--- config.mk ---
export PLATFORM = sky130hd
export DESIGN_NAME = asp_ram
export DESIGN_NICKNAME = d
export VERILOG_FILES = /design/src/hw/rtl/asp_ram.sv
export SDC_FILE = /design/constraint.sdc
export NUM_CORES = 2
export LEC_CHECK = 0
export BUFFER_PORTS_ARGS = -buffer_cell sky130_fd_sc_hd__buf_2
export CAP_MARGIN = 10
export CELL_PAD_IN_SITES_DETAIL_PLACEMENT = 0
export CELL_PAD_IN_SITES_GLOBAL_PLACEMENT = 1
export CORE_MARGIN = 10
export CORE_UTILIZATION = 58
export CTS_BUF_LIST = sky130_fd_sc_hd__clkbuf_8
export DETAILED_ROUTE_END_ITERATION = 7
export PLACE_DENSITY_LB_ADDON = 0.3
export SETUP_SLACK_MARGIN = 0.05
export SYNTH_ARGS = -nofsm -noshare
export SYNTH_HDL_FRONTEND = slang
export SYNTH_SLANG_ARGS = --single-unit
--- constraint.sdc ---
create_clock -name clk -period 4.05 [get_ports clk]
set_clock_uncertainty 0.05 [all_clocks]
set_input_delay 0.2025 -clock clk [delete_from_list [all_inputs] [get_ports clk]]
set_output_delay 0.2025 -clock clk [all_outputs]
set_load 0.01 [all_outputs]
--- src/hw/rtl/asp_ram.sv ---
module asp_ram #(
	parameter int WIDTH = 32,
	parameter int DEPTH = 64,
	localparam int AW = (DEPTH > 1) ? $clog2(DEPTH) : 1
) (
	input  logic             clk,
	input  logic             we,
	input  logic [AW-1:0]    waddr,
	input  logic [WIDTH-1:0] wdata,
	input  logic [AW-1:0]    raddr,
	output logic [WIDTH-1:0] rdata
);

	logic [WIDTH-1:0] mem [DEPTH];

	always_ff @(posedge clk) begin
		if (we) begin
			mem[waddr] <= wdata;
		end
		rdata <= mem[raddr];
	end

endmodule

### After elaboration in Yosys (flattened, before gate mapping)

Memories as Yosys holds them, arrays and structs flattened. A register that Yosys moved wholly into a read port is not among the register bits.
Index checks and enable logic that the tools add are counted.

* memories: 1
* logic and storage cells: 3
* register bits after elaboration: 0
* RAM bits: 2048
* output and inout port bits: 32

* multiplexer cells: 2

Memory list
* mem: depth 64, width 32, rd ports 1, clocked after Yosys merged registers in 1, wr ports 1, line 14 `logic [WIDTH-1:0] mem [DEPTH];`

Operators with widths (number)
* 1-bit two-way mux: 2

### Logic depth before layout (Yosys ltp)

* depth in word-level cells: 2
* depth in mapped cells: 10
* depth with buffers taken out: 5

### Worst setup path after synthesis

Ideal clock, no wire load.

* path kind: input to register
* from: input port waddr[3]
* to: memory mem[48][0], enable pin
* arrival time: 2.901 ns
* setup slack: 0.638 ns
* buffers on the path: 1
* stages: 4
* cells stage by stage: clkbuf_1 nor2b_1 nand4b_1 nor3_1

RTL lines
* from (decl): line 8 `input logic [AW-1:0] waddr,`
* to (decl): line 14

No word-level cell before the write port.

==> impl_metrics.csv <==
group,metric,value,unit
synth,synth_fa_ha_area_frac,0,
placed_design,port_buffers,77,
synth,synth_top_family_by_area,"multiplexers",
finish,layout-area-overhead-vs-synth,12.6,%
finish,drive_gt1_frac,0.306,
synth,synthMuxAreaShare,0.168,
clocking,root_buffer,"clkbuf_8",
finish,layout.nets,3793,
placed_design,hpwl,106,mm
floorplanning,die_w,388,um
status,outcome,"finished, final reports clean",
critical_path,start_kind,"primary input",
sta,slew_headroom,0.160,
critical_path,reg2reg_to,"rdata[2]",
synth,seq_area_frac_synth,0.791,
pwr,vdd_drop_max,0.000225,V
clocking,htreeDepth,5,
pwr,p_leak,0.0282,uW
clocking,post-cts-setup-buffers,0,
sta,setup_viol,0,
critical_path,endpoint_kind,"flip-flop",
drt,drt_drc_violations_left,0,
critical_path,path_class,"in2reg",
clocking,clockBufferDepth,4,
synth,ys.flop_type,"edfxtp_1",
synth,yosysMostFrequentCell,"edfxtp_1",
synth,synth_area,78500,sq um
hold_path,holdPathStages,6,
clocking,cts_num_sinks,2080,
floorplanning,ioPinCount,78,
critical_path,r2r_slack,1940,ps
synth,yosysWarnings,0,
hold_path,hold_path_end,"rdata[31]",
sta,min_period_over_period,0.655,
global_route,grt_pass1_vias,38900,
drt,num_vias,37700,
job,max_cap_viol_count,0,
synth,ys_types,34,
finish,fillers,8262,
global_route,track_usage,0.250,
finish,fin_cells,5753,
drt,drtAntennaViolNets,0,
synth,ys_ff_latch,2080,
sta,rsz0062_at_grt,"false",
clocking,cts_inserted_buffers,330,
synth,syn_inst,3324,
synth,synthSimpleGateAreaFrac,0.0127,
drt,viasPerCell,6.55,
sta,maxSlewViolCount,0,
drt,wl_per_cell,32.6,um
floorplanning,start_util,0.586,
floorplanning,rows,134,
sta,hold_viol,0,
synth,syn-num-nets,3370,
sta,tightest_slew,1260,ps
sta,post-route-min-period,2650,ps
global_route,grt_pass1_wl,271,mm
floorplanning,dieArea,150000,sq um
synth,avgSynthCellArea,23.6,sq um
global_route,antenna_found_initial,8,
placed_design,dp.cells,5139,
drt,first_pass_iters,5,
critical_path,r2r-start,"mem[31][2]",
global_route,grt.overflow.total,0,
pwr,power_density,475,nW/um^2
synth,synthTopCellsByCount,"edfxtp_1 (2048), mux4_2 (544), nor2_1 (137), mux2i_1 (93), o22ai_1 (84)",
synth,synth_top_area_cell,"edfxtp_1",
placed_design,globalplace.congestion,0.819,
critical_path,cp.required,4850,ps
synth,synthArstFlopShare,0,
critical_path,cp.arrival,3450,ps
hold_path,min_from,"raddr[2]",
critical_path,rr_worst_depth,4,
synth,synth_edf_count,2048,
hold_path,min_path_type,"in2reg",
floorplanning,core,134000,sq um
drt,totalWireLength,188,mm
floorplanning,die_h,388,um
clocking,ctsResizeCount,0,
clocking,clk_latency,1000,ps
clocking,cts_hold_buf,44,
global_route,grt_max_degree,65,
synth,synth_xor_area_frac,0,
clocking,clk_pin_slew,60,ps
sta,fin_setup_tns,0,ps
drt,drt_iter0_drc,4831,
synth,synth.area.top_cells,"edfxtp_1 (78%), mux4_2 (16%), mux2i_1 (1.2%), dfxtp_1 (0.82%), o22ai_1 (0.67%)",
clocking,cts_tree,"built",
synth,synth_top_area_frac,0.783,
sta,fmax,0.377,GHz
synth,synth-compound-area-share,0.0167,
critical_path,cp_max_fo,56,
==> metrics by stage <==
stage               worst slack [ps]  total power [uW]  utilization  hold slack (ps)  area (sq um)
detailed placement               819             26500        0.614              560         82200
CTS                             1440             42300        0.660             15.1         88400
global placement                 827             26500        0.614              561         82200
finish                          1400             42000        0.660              104         88400
floorplan                        638             25500            -              251         78500
global route                    1370             43400        0.660              113         88400
==> worst max-delay path by stage <==
stage             start    endpoint  depth (start not counted)
3_3_place_gp   raddr[0]    rdata[2]                          7
3_5_place_dp   raddr[0]    rdata[2]                          7
2_1_floorplan  waddr[3]  mem[48][0]                          4
5_1_grt        raddr[1]    rdata[2]                          8
6_report       raddr[1]    rdata[2]                          8
4_1_cts        raddr[1]    rdata[2]                          8
==> routing by layer <==
| layer | global-route usage | wire length, um | part of all wire | vias to the layer above |
|---|---|---|---|---|
| met5 | 0 | 0 | 0 | - |
| li1 | - | - | - | 15200 |
| met2 | 0.385 | 89800 | 0.48 | 2256 |
| met3 | 0.0677 | 20400 | 0.11 | 328 |
| met4 | 0.0871 | 5880 | 0.031 | 0 |
| met1 | 0.348 | 71500 | 0.38 | 19900 |
==> layout by cell type (no fill, tap or decap), types with 2 or more instances in the layout <==
master / synthesis / routed
a21oi_1: 62 / 62
a22oi_1: 12 / 12
a311oi_1: 8 / 8
a41o_1: 4 / 4
and2_1: 2 / 2
and3_1: 4 / 4
buf_12: 0 / 26
buf_2: 57 / 73
buf_4: 25 / 127
buf_8: 0 / 3
bufinv_16: 0 / 6
clkbuf_8: 0 / 342
clkinv_1: 0 / 63
clkinv_2: 0 / 27
dfxtp_1: 32 / 32
diode_2: 0 / 6
dlygate4sd3_1: 0 / 44
edfxtp_1: 2048 / 2048
inv_1: 0 / 125
mux2i_1: 93 / 93
mux4_2: 544 / 544
nand2_1: 26 / 26
nand2b_1: 8 / 7
nand3_1: 5 / 5
nand3b_1: 5 / 5
nand4_1: 2 / 2
nor2_1: 137 / 75
nor2_4: 0 / 62
nor2b_1: 15 / 15
nor3_1: 7 / 5
nor3_2: 0 / 2
o221ai_1: 27 / 27
o22ai_1: 84 / 84
o32ai_1: 4 / 4
or2_1: 1 / 2
or3_1: 3 / 3
or3b_1: 2 / 2
or3b_2: 3 / 3
==> final cells by class <==
cell class / count / area, sq um / share of cell area
Sequential cell: 2080 / 62100 / 0.703
Clock buffer: 342 / 4710 / 0.0532
Tap cell: 1768 / 2210 / 0.0250
Antenna cell: 6 / 15.0 / 0.000170
Timing Repair Buffer: 273 / 2320 / 0.0263
Multi-Input combinational cell: 1062 / 16000 / 0.181
Clock inverter: 222 / 1030 / 0.0116
==> worst max-delay path, stage by stage <==
cell and delay [ps]:
dlygate4sd3_1 560, buf_8 480, buf_4 350, buf_4 330, mux4_2 360, mux4_2 490, o22ai_1 480, nor2_1 110
==> cells by family (layout without fill, tap and decap cells) <==
| group | count (synthesis) | count (layout) |
|---|---|---|
| multiplexers | 637 | 637 |
| flip-flops | 2080 | 2080 |
| buffers and inverters | 182 | 837 |
| AO/OA/AOI/OAI | 202 | 202 |
| AND/OR/NAND/NOR | 223 | 223 |
| other | 0 | 6 |
==> state kept, by name (all words and copies together), names as in the netlist <==
register	cells
rdata	32
mem	2048
==> power breakdown <==
part | internal, uW | leakage [uW] | switching, uW
Sequential | 23800 | 0.0187 | 114
Clock | 8140 | 0.00341 | 7730
Combinational | 831 | 0.00605 | 1300
Power figures use the tool's default switching activity.
